`src/sv/gqg_pkg.sv`:
```
package gqg_pkg;

    // Glyph table geometry
    localparam int GLYPH_ENTRIES = 224;
    localparam int FIRST_CODE    = 32;
    localparam int GLYPH_IDX_W   = $clog2(GLYPH_ENTRIES);

    // Operation codes
    localparam logic [1:0] OP_WRITE = 2'd0;
    localparam logic [1:0] OP_START = 2'd1;
    localparam logic [1:0] OP_DRAW  = 2'd2;

    // Vertical alignment codes
    localparam logic [1:0] ALIGN_TOP    = 2'd0;
    localparam logic [1:0] ALIGN_CENTRE = 2'd1;
    localparam logic [1:0] ALIGN_BOTTOM = 2'd2;

    // Register indexes (byte address = 4 * index)
    localparam logic [2:0] REG_SCALE_X    = 3'd0;
    localparam logic [2:0] REG_SCALE_Y    = 3'd1;
    localparam logic [2:0] REG_INV_TEX_W  = 3'd2;
    localparam logic [2:0] REG_INV_TEX_H  = 3'd3;
    localparam logic [2:0] REG_VALIGN     = 3'd4;

    localparam int CFG_ADDR_W = 5;
    localparam int CFG_DATA_W = 32;

    localparam int SUM_W    = 20;
    localparam int FONT_H_W = 9;

    localparam logic signed [39:0] POS_MAX = 40'sd8388607;
    localparam logic signed [39:0] POS_MIN = -40'sd8388608;
    localparam logic [29:0]        TC_MAX  = 30'd65536;

    typedef struct packed {
        logic [1:0]         operation;
        logic [7:0]         char_code;
        logic [11:0]        atlas_x;
        logic [11:0]        atlas_y;
        logic [7:0]         glyph_width;
        logic [7:0]         glyph_height;
        logic signed [7:0]  offset_x;
        logic signed [7:0]  offset_y;
        logic [7:0]         advance;
        logic signed [15:0] pen_x;
        logic signed [15:0] pen_y;
    } t_in_item;

    typedef struct packed {
        logic signed [23:0] x_left;
        logic signed [23:0] y_top;
        logic signed [23:0] x_right;
        logic signed [23:0] y_bottom;
        logic [16:0]        u_left;
        logic [16:0]        v_top;
        logic [16:0]        u_right;
        logic [16:0]        v_bottom;
    } t_out_item;

    typedef struct packed {
        logic [11:0]       atlas_x;
        logic [11:0]       atlas_y;
        logic [7:0]        glyph_width;
        logic [7:0]        glyph_height;
        logic signed [7:0] offset_x;
        logic signed [7:0] offset_y;
        logic [7:0]        advance;
    } t_glyph;

    localparam int GLYPH_W = $bits(t_glyph);

    typedef struct packed {
        logic [11:0] scale_x;
        logic [11:0] scale_y;
        logic [16:0] inv_tex_width;
        logic [16:0] inv_tex_height;
        logic [1:0]  vertical_align;
    } t_cfg;

    // Item after the table lookup
    typedef struct packed {
        logic [1:0]         operation;
        logic               code_ok;
        t_glyph             glyph;
        logic signed [15:0] pen_x;
        logic signed [15:0] pen_y;
    } t_s1;

    // Products handed to the output stage
    typedef struct packed {
        logic signed [15:0] origin_x;
        logic signed [15:0] origin_y;
        logic signed [34:0] px_left;
        logic signed [23:0] py_top;
        logic [19:0]        pw;
        logic [19:0]        ph;
        logic [28:0]        u_left;
        logic [29:0]        u_right;
        logic [28:0]        v_top;
        logic [29:0]        v_bottom;
    } t_prod;

    function automatic logic code_in_table(input logic [7:0] code);
        logic [8:0] c;
        c = {1'b0, code};
        return (c >= 9'(FIRST_CODE)) && ((c - 9'(FIRST_CODE)) < 9'(GLYPH_ENTRIES));
    endfunction

    function automatic logic [GLYPH_IDX_W-1:0] code_index(input logic [7:0] code);
        logic [8:0] idx;
        idx = {1'b0, code} - 9'(FIRST_CODE);
        return idx[GLYPH_IDX_W-1:0];
    endfunction

    function automatic logic [23:0] sat_pos(input logic signed [39:0] v);
        logic [23:0] r;
        if (v > POS_MAX) begin
            r = 24'h7FFFFF;
        end else if (v < POS_MIN) begin
            r = 24'h800000;
        end else begin
            r = v[23:0];
        end
        return r;
    endfunction

    function automatic logic [16:0] sat_tc(input logic [29:0] v);
        logic [16:0] r;
        if (v > TC_MAX) begin
            r = 17'h10000;
        end else begin
            r = v[16:0];
        end
        return r;
    endfunction

endpackage

```
`src/sv/gqg_quad_out.sv`:
```
module gqg_quad_out import gqg_pkg::*; (
    input  logic      i_clk,
    input  logic      i_rst_n,
    input  logic      i_s2_valid,
    input  t_prod     i_s2,
    output logic      o_out_take,
    output logic      o_out_valid,
    input  logic      i_out_ready,
    output t_out_item o_out_item
);

    logic      r_out_v;
    t_out_item r_out;

    logic signed [39:0] x1, x2, y1, y2;
    t_out_item          quad;

    assign o_out_take = !r_out_v || i_out_ready;

    assign x1 = $signed({{16{i_s2.origin_x[15]}}, i_s2.origin_x, 8'h00})
              + $signed({{5{i_s2.px_left[34]}}, i_s2.px_left});
    assign x2 = x1 + $signed({20'd0, i_s2.pw});
    assign y1 = $signed({{16{i_s2.origin_y[15]}}, i_s2.origin_y, 8'h00})
              + $signed({{16{i_s2.py_top[23]}}, i_s2.py_top});
    assign y2 = y1 + $signed({20'd0, i_s2.ph});

    always_comb begin
        quad.x_left   = sat_pos(x1);
        quad.y_top    = sat_pos(y1);
        quad.x_right  = sat_pos(x2);
        quad.y_bottom = sat_pos(y2);
        quad.u_left   = sat_tc({1'b0, i_s2.u_left});
        quad.v_top    = sat_tc({1'b0, i_s2.v_top});
        quad.u_right  = sat_tc(i_s2.u_right);
        quad.v_bottom = sat_tc(i_s2.v_bottom);
    end

    always_ff @(posedge i_clk) begin
        if (!i_rst_n) begin
            r_out_v <= 1'b0;
        end else if (o_out_take) begin
            r_out_v <= i_s2_valid;
        end
    end

    always_ff @(posedge i_clk) begin
        if (o_out_take && i_s2_valid) begin
            r_out <= quad;
        end
    end

    assign o_out_valid = r_out_v;
    assign o_out_item  = r_out;

endmodule

```
`config.mk`:
```
export PLATFORM = sky130hd
export DESIGN_NAME = gqg_quad_out
export DESIGN_NICKNAME = d
export VERILOG_FILES = /design/src/sv/gqg_pkg.sv /design/src/sv/gqg_quad_out.sv
export SDC_FILE = /design/constraint.sdc
export NUM_CORES = 1
export LEC_CHECK = 0
export ABC_AREA = 1
export BUFFER_PORTS_ARGS = -buffer_cell sky130_fd_sc_hd__buf_2
export CAP_MARGIN = 20
export CORE_AREA = 5 5 128 252
export CTS_BUF_LIST = sky130_fd_sc_hd__clkbuf_16
export CTS_CLUSTER_DIAMETER = 200
export DETAILED_ROUTE_END_ITERATION = 12
export DIE_AREA = 0 0 133 257
export GPL_TIMING_DRIVEN = 0
export PLACE_DENSITY = 0.67
export RECOVER_POWER = 25
export SYNTH_ARGS = -nofsm -noshare
export SYNTH_HDL_FRONTEND = slang
export SYNTH_SLANG_ARGS = --single-unit
export TNS_END_PERCENT = 5
```
`constraint.sdc`:
```
create_clock -name i_clk -period 31.9 [get_ports i_clk]
set_input_delay 9.57 -clock i_clk [delete_from_list [all_inputs] [get_ports i_clk]]
set_output_delay 9.57 -clock i_clk [all_outputs]
set_load 0.01 [all_outputs]
```
# Yosys cells after proc, flatten, opt, wreduce, memory -nomap -nowiden
# Index checks and enable logic that the tools add are counted.
# totals
ff_bits,165
inputBits,253
out_inout_bits,166
elab_cells,32
# op_classes
muxes,4
reduce_logical,3
n_lt_le_gt_ge,12
addsub,4
# ops
op,n
24-bit 2-to-1 mux,4
"30-bit by 17-bit greater-than comparator with 1-bit output, second input constant",2
"29-bit by 17-bit greater-than comparator with 1-bit output, second input constant",2
36-bit by 21-bit adder with 37-bit output,1
"37-bit by 24-bit greater-than comparator with 1-bit output, second input constant",1
"37-bit by 24-bit < comparator with 1-bit output, second input constant",1
24-bit by 35-bit adder with 36-bit output,1
"36-bit by 24-bit greater-than comparator with 1-bit output, second input constant",1
"36-bit by 24-bit < comparator with 1-bit output, second input constant",1
25-bit by 21-bit adder with 26-bit output,1
"26-bit by 24-bit greater-than comparator with 1-bit output, second input constant",1
"26-bit by 24-bit < comparator with 1-bit output, second input constant",1
24-bit by 24-bit adder with 25-bit output,1
"25-bit by 24-bit greater-than comparator with 1-bit output, second input constant",1
"25-bit by 24-bit < comparator with 1-bit output, second input constant",1
1-bit logical AND,1
1-bit logical NOT,1
1-bit logical OR,1

# Longest topological paths before layout
# depth
word_depth,4
ltp_mapped,31
depth_no_buf,30

# Worst setup path before layout
# No wires, ideal clock.
# synth_timing
path_type,input to output
start,in i_out_ready
end,out o_out_take
slack_ps,12626
arrival_ps,9704
n_path_buf,0
stages,2
required_ps,22330
path_cell_list,inv_1 > nand2_1
# synth_via
elab_chain_cells,1
# synth_rtl
element,line_no,rtl
"start, declared",gqg_quad_out.sv:8,"input logic i_out_ready,"
1-bit logical OR,gqg_quad_out.sv:18,assign o_out_take = !r_out_v || i_out_ready;
"end, declared",gqg_quad_out.sv:6,"output logic o_out_take,"
# Every way passes these cells.

# Worst setup path after layout
# Same ends and word-level chain as after synthesis.

==> impl_metrics.env <==
export IMPL_grt_max_degree=30
export IMPL_layout_setup_ws_ps=12400
export IMPL_postCtsSetupBuffers=0
export IMPL_routed_via_count=12100
export IMPL_internal_power_uw=499
export IMPL_num_rows=90
export IMPL_synth_top_area_share_pct=40.6
export IMPL_overflow=0
export IMPL_post_route_min_period_ps=19500
export IMPL_worstSetupPathType="in -> out"
export IMPL_detail_route_drc_violations=0
export IMPL_track_usage_pct=25.2
export IMPL_start_util_pct=40.3
export IMPL_synthToLayoutAreaGrowth_pct=26.4
export IMPL_via_per_inst=5.06
export IMPL_fp_dieH_um=257
export IMPL_setup_tns_ps=0
export IMPL_finClkSkew_ps=10.6
export IMPL_netlist_top_cells_area="edfxtp_1 (41%), nand2_1 (16%), ha_1 (8.8%), inv_1 (6.6%), nor2_1 (4.5%)"
export IMPL_hold_buffers=0
export IMPL_p_clk_share_pct=27.1
export IMPL_drt_iter0_markers=519
export IMPL_fp_dieArea_um2=34200
export IMPL_clk_latency_ps=440
export IMPL_worstPathRequired_ps=22330
export IMPL_hp_class="reg -> reg"
export IMPL_max_slew_margin_rel_pct=-12.7
export IMPL_clkSinkCount=165
export IMPL_power_density_nw_per_um2=51.4
export IMPL_p_sw_share_pct=36.6
export IMPL_syn_area_per_cell_um2=7.72
export IMPL_drt_first_pass_iters=5
export IMPL_place_hpwl_mm=38.6
export IMPL_ys_ff_latch=165
export IMPL_cts_tree="done"
export IMPL_yosysSeqAreaShare_pct=40.8
export IMPL_critPathMaxFanout=2
export IMPL_power_frac_comb_pct=37.0
export IMPL_fillers=2989
export IMPL_cp_end_kind="output pin"
export IMPL_yosysWarnings=0
export IMPL_cts_resized=0
export IMPL_start_kind="input pin"
export IMPL_clk_path_buf_depth=2
export IMPL_nNetsFinal=2356
export IMPL_drv_cap=2
export IMPL_maxSlewViolCount=20
export IMPL_htreeDepth=4
export IMPL_io_pins=419
export IMPL_drtAntennaViolNets=0
export IMPL_setup_viol=0
export IMPL_cts_buffers=17
export IMPL_status="finished with violations"
export IMPL_antenna_found_initial=6
export IMPL_dieWidth_um=133
export IMPL_fmax_mhz=51.3
export IMPL_postRouteWirelength_mm=44.7
export IMPL_root_buffer="clkbuf_16"
export IMPL_violations="max-capacitance violations, max-slew violations"
export IMPL_syn_nets=1913
export IMPL_period_share_pct=61.1
export IMPL_core_um2=30100
export IMPL_worst_pin_slew_ps=1690
export IMPL_cts_clk_slew_worst_paths_ps=60
export IMPL_seqPwrFrac_pct=35.9
export IMPL_cp_arrival_ps=9930
export IMPL_grt_first_pass_wirelength_mm=65.7
export IMPL_yosys_area_top_type="edfxtp_1"
export IMPL_io_buffers=418
export IMPL_drive_above_1_share_pct=23.8
export IMPL_postSynthCellCount=1571
export IMPL_p_leak_nw=7.66
export IMPL_peakVddDrop_mv=0.0378
export IMPL_syn_cell_area_um2=12100
export IMPL_rsz0062_at_grt="false"
export IMPL_place_ws_ps=12350
export IMPL_ys_types=42
export IMPL_final_hold_violation_count=0
export IMPL_wl_per_cell_um=18.7
export IMPL_place_gp_congestion=0.942
export IMPL_grt_pass1_vias=12100
export IMPL_p_sw_uw=288
-- cells by family (layout without fill, tap and decap cells) --
logic type	count (synthesis)	after routing	share of synthesized area [%]
simple gates	855	855	30.0
buf+inv	241	695	7.81
compound gates	154	154	7.14
fa+ha+maj	89	89	9.44
flops	165	165	40.8
other cells	0	3	0
xor+xnor	67	67	4.84
-- power by group through the flow --
| stage | logic, mW | clock network (mW) | registers, mW |
|---|---|---|---|
| finish | 0.291 | 0.213 | 0.283 |
| global route | 0.322 | 0.226 | 0.284 |
| CTS | 0.295 | 0.217 | 0.282 |
| detailed placement | 0.293 | 0 | 0.286 |
| global placement | 0.287 | 0 | 0.292 |
| floorplan | 0.175 | 0 | 0.300 |
-- flip-flops by register name, indices dropped and copies added (netlist names) --
name and flops:
o_out_item 164, o_out_valid 1
-- cells in the final DEF (no fill, tap or decap), types with 4 or more instances in the layout --
cell type    n
nand2_1    521
buf_2      376
inv_1      213
edfxtp_1   164
nor2_1     145
ha_1        85
a21oi_1     78
nand3_1     69
clkbuf_1    59
xor2_1      45
nand4_1     33
o21ai_0     29
nand2_2     24
xnor2_1     22
nor2_2      17
clkbuf_16   17
nor4_1      16
o21ai_1     12
nor3_1      11
a31oi_1      6
nand3_2      6
o31ai_1      5
inv_2        5
or2_2        4
clkinv_1     4
o21bai_1     4
a21o_1       4
buf_6        4
fa_1         4
inv_6        4
-- layout make-up --
class                           instances  area [µm²]  area share, %
Clock inverter                         13         174           1.14
Sequential cell                       165        4940           32.3
Clock buffer                           17         425           2.78
Inverter                              222         833           5.44
Timing Repair Buffer                  424        2130           13.9
Multi-Input combinational cell       1165        6230           40.7
Buffer                                 19         114          0.743
Tap cell                              368         460           3.01
Antenna cell                            3        7.51         0.0490
-- through the flow --
stage,hold slack [ps],util (%),instances,cell area (µm²),total power [mW]
floorplan,595,-,1571,12100,0.475
global placement,490,48.8,2357,14700,0.579
detailed placement,553,49.3,2363,14800,0.580
CTS,563,51.3,2393,15400,0.794
global route,564,50.9,2396,15300,0.833
finish,527,50.9,2396,15300,0.787
-- Yosys cell counts (all sizes together) --
| cell type | number |
|---|---|
| nand2 | 546 |
| inv | 218 |
| nor2 | 165 |
| edfxtp | 164 |
| ha | 85 |
| a21oi | 81 |
| nand3 | 75 |
| xor2 | 45 |
| o21ai | 44 |
| nand4 | 33 |
| xnor2 | 22 |
| nor4 | 16 |
| buf | 14 |
| nor3 | 11 |
| a31oi | 6 |
| clkbuf | 5 |
| o31ai | 5 |
| or2 | 5 |
| a21o | 4 |
| clkinv | 4 |
| fa | 4 |
| o21bai | 4 |
| a211oi | 3 |
| o211ai | 3 |
| o21a | 2 |
| or4 | 2 |
| a21boi | 1 |
| a221oi | 1 |
| and2 | 1 |
| dfxtp | 1 |
| nand3b | 1 |
-- critical path, cell delays in order --
cell,delay (ps)
buf_2,90
inv_1,60
nand2_1,60
buf_2,140
-- worst paths after layout --
kind | start | endpoint | slack, ps | cells after the start
hold reg to reg | o_out_valid$_SDFFE_PN0N_ | o_out_valid$_SDFFE_PN0N_ | 530 | 2
hold / removal | o_out_valid$_SDFFE_PN0N_ | o_out_valid$_SDFFE_PN0N_ | 530 | 2
setup / recovery | i_out_ready | o_out_take | 12400 | 4
setup reg to reg | o_out_valid$_SDFFE_PN0N_ | o_out_item[136]$_SDFFCE_PN1P_ | 27850 | 6
-- metal layers --
| metal | share of wire [%] | global-route usage (%) | routed length (µm) |
|---|---|---|---|
| met3 | 5.7 | 4.81 | 2560 |
| met1 | 33 | 22.8 | 14600 |
| met5 | 0.029 | 0 | 13 |
| met4 | 6.5 | 15.5 | 2900 |
| met2 | 55 | 49.6 | 24600 |
Note: power is estimated with default switching activity, not from simulation.
