$ cat src/sv/gqg_pkg.sv
package gqg_pkg;

    // Glyph table geometry
    localparam int GLYPH_ENTRIES = 224;
    localparam int FIRST_CODE    = 32;
    localparam int GLYPH_IDX_W   = $clog2(GLYPH_ENTRIES);

    // Operation codes
    localparam logic [1:0] OP_WRITE = 2'd0;
    localparam logic [1:0] OP_START = 2'd1;
    localparam logic [1:0] OP_DRAW  = 2'd2;

    // Vertical alignment codes
    localparam logic [1:0] ALIGN_TOP    = 2'd0;
    localparam logic [1:0] ALIGN_CENTRE = 2'd1;
    localparam logic [1:0] ALIGN_BOTTOM = 2'd2;

    // Register indexes (byte address = 4 * index)
    localparam logic [2:0] REG_SCALE_X    = 3'd0;
    localparam logic [2:0] REG_SCALE_Y    = 3'd1;
    localparam logic [2:0] REG_INV_TEX_W  = 3'd2;
    localparam logic [2:0] REG_INV_TEX_H  = 3'd3;
    localparam logic [2:0] REG_VALIGN     = 3'd4;

    localparam int CFG_ADDR_W = 5;
    localparam int CFG_DATA_W = 32;

    localparam int SUM_W    = 20;
    localparam int FONT_H_W = 9;

    localparam logic signed [39:0] POS_MAX = 40'sd8388607;
    localparam logic signed [39:0] POS_MIN = -40'sd8388608;
    localparam logic [29:0]        TC_MAX  = 30'd65536;

    typedef struct packed {
        logic [1:0]         operation;
        logic [7:0]         char_code;
        logic [11:0]        atlas_x;
        logic [11:0]        atlas_y;
        logic [7:0]         glyph_width;
        logic [7:0]         glyph_height;
        logic signed [7:0]  offset_x;
        logic signed [7:0]  offset_y;
        logic [7:0]         advance;
        logic signed [15:0] pen_x;
        logic signed [15:0] pen_y;
    } t_in_item;

    typedef struct packed {
        logic signed [23:0] x_left;
        logic signed [23:0] y_top;
        logic signed [23:0] x_right;
        logic signed [23:0] y_bottom;
        logic [16:0]        u_left;
        logic [16:0]        v_top;
        logic [16:0]        u_right;
        logic [16:0]        v_bottom;
    } t_out_item;

    typedef struct packed {
        logic [11:0]       atlas_x;
        logic [11:0]       atlas_y;
        logic [7:0]        glyph_width;
        logic [7:0]        glyph_height;
        logic signed [7:0] offset_x;
        logic signed [7:0] offset_y;
        logic [7:0]        advance;
    } t_glyph;

    localparam int GLYPH_W = $bits(t_glyph);

    typedef struct packed {
        logic [11:0] scale_x;
        logic [11:0] scale_y;
        logic [16:0] inv_tex_width;
        logic [16:0] inv_tex_height;
        logic [1:0]  vertical_align;
    } t_cfg;

    // Item after the table lookup
    typedef struct packed {
        logic [1:0]         operation;
        logic               code_ok;
        t_glyph             glyph;
        logic signed [15:0] pen_x;
        logic signed [15:0] pen_y;
    } t_s1;

    // Products handed to the output stage
    typedef struct packed {
        logic signed [15:0] origin_x;
        logic signed [15:0] origin_y;
        logic signed [34:0] px_left;
        logic signed [23:0] py_top;
        logic [19:0]        pw;
        logic [19:0]        ph;
        logic [28:0]        u_left;
        logic [29:0]        u_right;
        logic [28:0]        v_top;
        logic [29:0]        v_bottom;
    } t_prod;

    function automatic logic code_in_table(input logic [7:0] code);
        logic [8:0] c;
        c = {1'b0, code};
        return (c >= 9'(FIRST_CODE)) && ((c - 9'(FIRST_CODE)) < 9'(GLYPH_ENTRIES));
    endfunction

    function automatic logic [GLYPH_IDX_W-1:0] code_index(input logic [7:0] code);
        logic [8:0] idx;
        idx = {1'b0, code} - 9'(FIRST_CODE);
        return idx[GLYPH_IDX_W-1:0];
    endfunction

    function automatic logic [23:0] sat_pos(input logic signed [39:0] v);
        logic [23:0] r;
        if (v > POS_MAX) begin
            r = 24'h7FFFFF;
        end else if (v < POS_MIN) begin
            r = 24'h800000;
        end else begin
            r = v[23:0];
        end
        return r;
    endfunction

    function automatic logic [16:0] sat_tc(input logic [29:0] v);
        logic [16:0] r;
        if (v > TC_MAX) begin
            r = 17'h10000;
        end else begin
            r = v[16:0];
        end
        return r;
    endfunction

endpackage

$ cat src/sv/gqg_quad_calc.sv
module gqg_quad_calc import gqg_pkg::*; (
    input  logic  i_clk,
    input  logic  i_rst_n,
    input  t_cfg  i_cfg,
    input  logic  i_s1_valid,
    input  t_s1   i_s1,
    output logic  o_s1_take,
    input  logic  i_out_take,
    output logic  o_s2_valid,
    output t_prod o_s2
);

    logic [FONT_H_W-1:0] r_font_h, n_font_h;
    logic signed [15:0]  r_origin_x, n_origin_x;
    logic signed [15:0]  r_origin_y, n_origin_y;
    logic [FONT_H_W-1:0] r_align, n_align;
    logic [SUM_W-1:0]    r_pen_sum, n_pen_sum;
    logic                r_s2_v;
    t_prod               r_s2;

    logic               fire;
    logic               is_write, is_start, is_draw;
    logic signed [9:0]  bottom;
    logic [SUM_W:0]     sum_next;
    logic signed [21:0] pen_off;
    logic signed [10:0] ydiff;
    logic [12:0]        ax_end;
    logic [12:0]        ay_end;
    t_prod              prod;

    assign o_s1_take = !r_s2_v || i_out_take;
    assign fire      = i_s1_valid && o_s1_take;
    assign is_write  = (i_s1.operation == OP_WRITE) && i_s1.code_ok;
    assign is_start  = (i_s1.operation == OP_START);
    assign is_draw   = (i_s1.operation == OP_DRAW) && i_s1.code_ok;

    assign bottom   = $signed({{2{i_s1.glyph.offset_y[7]}}, i_s1.glyph.offset_y})
                    + $signed({2'b00, i_s1.glyph.glyph_height});
    assign sum_next = {1'b0, r_pen_sum} + (SUM_W + 1)'(i_s1.glyph.advance);

    always_comb begin
        n_font_h   = r_font_h;
        n_origin_x = r_origin_x;
        n_origin_y = r_origin_y;
        n_align    = r_align;
        n_pen_sum  = r_pen_sum;
        if (fire && is_write && (bottom > $signed({1'b0, r_font_h}))) begin
            n_font_h = bottom[FONT_H_W-1:0];
        end
        if (fire && is_start) begin
            n_origin_x = i_s1.pen_x;
            n_origin_y = i_s1.pen_y;
            n_pen_sum  = '0;
            unique case (i_cfg.vertical_align)
                ALIGN_TOP:    n_align = '0;
                ALIGN_CENTRE: n_align = {1'b0, r_font_h[FONT_H_W-1:1]};
                ALIGN_BOTTOM: n_align = r_font_h;
                default:      n_align = '0;
            endcase
        end
        if (fire && is_draw) begin
            n_pen_sum = sum_next[SUM_W] ? '1 : sum_next[SUM_W-1:0];
        end
    end

    always_ff @(posedge i_clk) begin
        if (!i_rst_n) begin
            r_font_h   <= '0;
            r_origin_x <= '0;
            r_origin_y <= '0;
            r_align    <= '0;
            r_pen_sum  <= '0;
        end else begin
            r_font_h   <= n_font_h;
            r_origin_x <= n_origin_x;
            r_origin_y <= n_origin_y;
            r_align    <= n_align;
            r_pen_sum  <= n_pen_sum;
        end
    end

    // Products for the quad corners, formed from the state before this draw
    assign pen_off = $signed({2'b00, r_pen_sum})
                   + $signed({{14{i_s1.glyph.offset_x[7]}}, i_s1.glyph.offset_x});
    assign ydiff   = $signed({{3{i_s1.glyph.offset_y[7]}}, i_s1.glyph.offset_y})
                   - $signed({2'b00, r_align});
    assign ax_end  = 13'(i_s1.glyph.atlas_x) + 13'(i_s1.glyph.glyph_width);
    assign ay_end  = 13'(i_s1.glyph.atlas_y) + 13'(i_s1.glyph.glyph_height);

    always_comb begin
        prod.origin_x = r_origin_x;
        prod.origin_y = r_origin_y;
        prod.px_left  = pen_off * $signed({1'b0, i_cfg.scale_x});
        prod.py_top   = ydiff * $signed({1'b0, i_cfg.scale_y});
        prod.pw       = i_s1.glyph.glyph_width * i_cfg.scale_x;
        prod.ph       = i_s1.glyph.glyph_height * i_cfg.scale_y;
        prod.u_left   = i_s1.glyph.atlas_x * i_cfg.inv_tex_width;
        prod.u_right  = ax_end * i_cfg.inv_tex_width;
        prod.v_top    = i_s1.glyph.atlas_y * i_cfg.inv_tex_height;
        prod.v_bottom = ay_end * i_cfg.inv_tex_height;
    end

    always_ff @(posedge i_clk) begin
        if (!i_rst_n) begin
            r_s2_v <= 1'b0;
        end else if (o_s1_take) begin
            r_s2_v <= i_s1_valid && is_draw;
        end
    end

    always_ff @(posedge i_clk) begin
        if (fire && is_draw) begin
            r_s2 <= prod;
        end
    end

    assign o_s2_valid = r_s2_v;
    assign o_s2       = r_s2;

endmodule

$ cat config.mk
export PLATFORM = sky130hd
export DESIGN_NAME = gqg_quad_calc
export DESIGN_NICKNAME = d
export VERILOG_FILES = /design/src/sv/gqg_pkg.sv /design/src/sv/gqg_quad_calc.sv
export SDC_FILE = /design/constraint.sdc
export NUM_CORES = 2
export LEC_CHECK = 0
export BUFFER_PORTS_ARGS = -buffer_cell sky130_fd_sc_hd__buf_4
export CORE_ASPECT_RATIO = 0.75
export CORE_MARGIN = 4
export CORE_UTILIZATION = 34
export CTS_BUF_LIST = sky130_fd_sc_hd__clkbuf_8
export DETAILED_ROUTE_END_ITERATION = 16
export PLACE_DENSITY = 0.54
export SLEW_MARGIN = 20
export SYNTH_ARGS = -nofsm -noshare
export SYNTH_HDL_FRONTEND = slang
export SYNTH_SLANG_ARGS = --single-unit
$ cat constraint.sdc
create_clock -name i_clk -period 9.9 [get_ports i_clk]
set_clock_uncertainty 0.1 [all_clocks]
set_input_delay 0.99 -clock i_clk [delete_from_list [all_inputs] [get_ports i_clk]]
set_output_delay 0.99 -clock i_clk [all_outputs]
set_load 0.1 [all_outputs]
# After elaboration in Yosys (flattened, before gate mapping)
# Index checks and enable logic that the tools add are counted.
[classes]
n_mul = 8
mux = 4
addsub = 6
order_cmp = 1
reduce_logical = 12
n_eq_ne = 4
[ops]
columns = ["cell", "n"]
rows = [
  ["13-bit by 17-bit multiplier with 30-bit output", 2],
  ["20-bit 2-to-1 mux", 3],
  ["12-bit by 17-bit multiplier with 29-bit output", 2],
  ["8-bit by 12-bit multiplier with 20-bit output", 2],
  ["22-bit by 13-bit multiplier with 35-bit output", 1],
  ["12-bit by 8-bit adder with 13-bit output", 2],
  ["11-bit by 13-bit multiplier with 24-bit output", 1],
  ["21-bit by 8-bit adder with 22-bit output", 1],
  ["20-bit by 8-bit adder with 21-bit output", 1],
  ["9-bit one-hot mux with 2 select lines", 1],
  ["8-bit by 10-bit subtractor with 11-bit output", 1],
  ["8-bit by 9-bit adder with 10-bit output", 1],
  ["10-bit > comparator", 1],
  ["1-bit logical AND", 8],
  ["2-bit by 1-bit equality test with 1-bit output, second input constant", 2],
  ["2-bit equality test, second input constant", 2],
  ["2-bit zero test", 1],
  ["2-bit nonzero test", 1],
  ["1-bit zero test", 1],
  ["1-bit logical OR", 1],
]
[totals]
word_cells = 51
output_inout_bits = 251
register_bits = 320

# Depth between registers and ports, before layout
[logic_depth]
ltp_word = 6
ltp_mapped = 34

# Worst setup path after synthesis
# No wires, ideal clock.
[synth_path]
path_kind = "input-to-reg"
start = "input port i_s1[85] (netlist name)"
end = "register r_s2, in the netlist o_s2[87] (data pin)"
arrival_time_ns = 7.950
n_path_buf = 3
stages = 32
setup_slack_ns = 1.592
t_required_ns = 9.542
path_cell_list = "clkbuf_1 clkbuf_1 inv_1 fa_1 nor2b_1 o21ai_0 a21boi_0 o21ai_0 a21boi_0 o21ai_0 nand2_1 xor2_1 buf_2 nand2_1 fa_1 inv_1 fa_1 fa_1 fa_1 inv_1 fa_1 inv_1 ha_1 a21o_1 a21o_1 a21o_1 a41o_1 o211ai_2 a31oi_1 a211o_1 a21oi_2 xnor2_1"
[synth_lines]
columns = ["element", "line_no", "text"]
rows = [
  ["start, declared", "gqg_quad_calc.sv:6", "input t_s1 i_s1,"],
  ["end signal, assigned", "gqg_quad_calc.sv:113", "r_s2 <= prod;"],
  ["end, declared", "gqg_quad_calc.sv:19", "t_prod r_s2;"],
]

==> impl_metrics.py <==
metrics = {
    "global_routing": {
        "first_global_vias": 45998,
        "grt_overflow": 0,
        "antenna_found_initial": 8,
        "grt_pass1_wl_microns": 254000,
        "grt_max_degree": 68,
        "grt_use_total": 0.173,
    },
    "sta": {
        "drv_slew": 0,
        "hold_viol": 0,
        "period_share": 0.863,
        "fin_crit_ns": 8.55,
        "worst_pin_slew_ns": 1.23,
        "relSlewSlack": 0.171,
        "finalSetupViolCount": 0,
        "max_freq_ghz": 0.117,
        "fin_setup_tns_ns": 0,
        "worst_slack_ns": 1.35,
        "grt_setup_unrepaired": "no",
    },
    "critical_path": {
        "path_class": "in -> reg",
        "cp_max_fo": 18,
        "cp.arrival_ns": 8.86,
        "worst_r2r_startpoint": "r_pen_sum[0]",
        "reg2reg_depth": 31,
        "crit_start": "i_s1[72]",
        "r2r_end": "o_s2[216]",
        "endpoint": "o_s2[28]",
        "cp-start-kind": "primary input",
        "rrSetupSlack_ns": 1.56,
        "required_ns": 10.22,
        "end_kind": "flip-flop",
    },
    "clock_network": {
        "root_buffer": "clkbuf_8",
        "clk_path_buf_depth": 3,
        "clk_pin_slew_worst_paths_ns": 0.07,
        "cts_tree": "yes",
        "cts_resized": 0,
        "cts.sinks": 320,
        "clk_latency_ns": 0.77,
        "hold_buffers": 0,
        "htree_levels": 2,
        "cts_made_buffers": 61,
        "cts_setup_buffers": 0,
    },
    "yosys": {
        "ys_warn_count": 0,
        "syn_area_sq_um": 59700,
        "synth_edf_count": 249,
        "ys_seq_area_frac": 0.149,
        "async_flop_share": 0,
        "synthFlopType": "edfxtp_1",
        "synth_cells": 6446,
        "ys_seq_elements": 320,
        "avgSynthCellArea_sq_um": 9.25,
        "syn_nets": 8284,
        "ys_types": 73,
    },
    "drt": {
        "vias_per_cell": 4.76,
        "drtPass1Iterations": 5,
        "num_vias": 43331,
        "detail-route-antenna-nets": 0,
        "wirelength_microns": 156000,
        "drtIter0Drc": 2190,
        "wire_per_inst_microns": 17.1,
        "drc_errors": 0,
    },
    "final_layout": {
        "layout-drive-gt1-share": 0.0874,
        "final_util": 0.383,
        "final_net_count": 8535,
        "fillCellCount": 17618,
        "final_common_cell": "inv_1",
        "syn2layout_area_growth_pct": 11.4,
        "final_cell_mix": "1,355 x inv_1, 1,084 x fa_1, 982 x nand2_1",
    },
    "floorplan": {
        "start_util": 0.344,
        "dieArea_sq_um": 182000,
        "ios": 414,
        "coreArea_sq_um": 174000,
        "dieHeight_microns": 371,
        "row_count": 132,
        "die_x_microns": 492,
    },
    "placed_design": {
        "gp_congestion": 0.823,
        "dp_hpwl_microns": 120000,
        "numPortBuffers": 413,
        "post-place-ws_ns": 0.826,
    },
    "hold_path": {
        "hold_class": "reg -> reg",
    },
    "run": {
        "maxCapViolCount": 0,
    },
    "run_status": {
        "status": "completed",
    },
}
==> critical path: stages <==
cell	delay, ns
buf_4	0.23
ha_1	0.22
inv_1	0.06
fa_1	0.40
nor2b_1	0.11
o21ai_0	0.10
a21boi_0	0.25
o21ai_0	0.14
a21boi_0	0.25
o21ai_0	0.17
nand2_1	0.13
and3_1	0.59
and2_1	0.24
fa_1	0.42
fa_1	0.51
fa_1	0.43
fa_1	0.49
inv_1	0.05
fa_1	0.47
inv_1	0.04
ha_1	0.34
nand2_1	0.09
a211oi_1	0.54
o21ai_0	0.37
o211ai_1	0.37
a31oi_1	0.16
o21ai_0	0.45
o311ai_0	0.23
==> metal layers <==
layer,global-route usage,share of wire,vias to the layer above,wire length (microns)
li1,-,-,20197,-
met1,0.243,0.46,22116,72300
met2,0.285,0.47,881,72400
met3,0.0239,0.048,137,7470
met4,0.0385,0.022,0,3400
met5,0,0,-,0
==> synth_stat cells, types with 51 or more instances <==
cell type  number  area, sq um
xnor2_1       160         1400
ha_1          591         7390
a21oi_1       155          776
nor3_1         51          255
edfxtp_1      249         7480
o21ai_0        94          470
nand2b_1       67          419
and2_1        495         3100
nor2_1        164          616
dfxtp_1        71         1420
fa_1         1084        21700
a21o_1         61          458
nor2b_1       126          788
xor2_1         54          473
nand2_1       982         3690
clkbuf_1      248          931
inv_1        1343         5040
==> flip-flops by register name (all words and copies together), names as in the netlist <==
| name | cells |
|---|---|
| r_align | 9 |
| r_font_h | 9 |
| o_s2 | 249 |
| r_pen_sum | 20 |
| o_s2_valid | 1 |
| r_origin_x | 16 |
| r_origin_y | 16 |
==> through the flow <==
step | std cells | hold WS (ns) | instance area, sq um
detailed placement | 8979 | 0.313 | 65100
global route | 9095 | 0.276 | 66500
CTS | 9092 | 0.240 | 66500
global placement | 8979 | 0.312 | 65000
floorplan | 6446 | 0.308 | 59700
finish | 9096 | 0.324 | 66500
==> final cells by class <==
type | count | area [sq um] | share of cell area
clock buffer | 63 | 867 | 0.0130
multi-input combinational | 4512 | 44700 | 0.673
inverter | 1343 | 5050 | 0.0759
sequential | 320 | 8900 | 0.134
timing repair buffer | 459 | 3450 | 0.0518
tap | 2345 | 2930 | 0.0441
antenna | 4 | 10.0 | 0.000151
clock inverter | 50 | 549 | 0.00826
==> cells by family (layout without fill, tap and decap cells) <==
kind of cell,Yosys count,count (layout),synth area share
compound gates,581,581,0.0641
flops,320,320,0.149
buf+inv,1614,1915,0.102
fa+ha+maj,1675,1675,0.488
xor+xnor,214,214,0.0314
simple gates,2031,2031,0.164
other cells,0,4,0
mux,11,11,0.00185
==> how the worst min path moves through the flow <==
stage	from	cells after the start	to	slack [ns]
floorplan	r_origin_y[0]	0	o_s2[217]	0.31
global route	i_s1[5]	3	r_origin_y[5]	0.28
global placement	r_origin_y[15]	0	o_s2[232]	0.31
detailed placement	r_origin_x[6]	0	o_s2[239]	0.31
finish	r_origin_x[12]	0	o_s2[245]	0.32
CTS	i_s1[26]	3	r_origin_x[10]	0.24
Power is not shown: default switching activity piles up to over one toggle a cycle in this logic, so the estimate is an artifact.
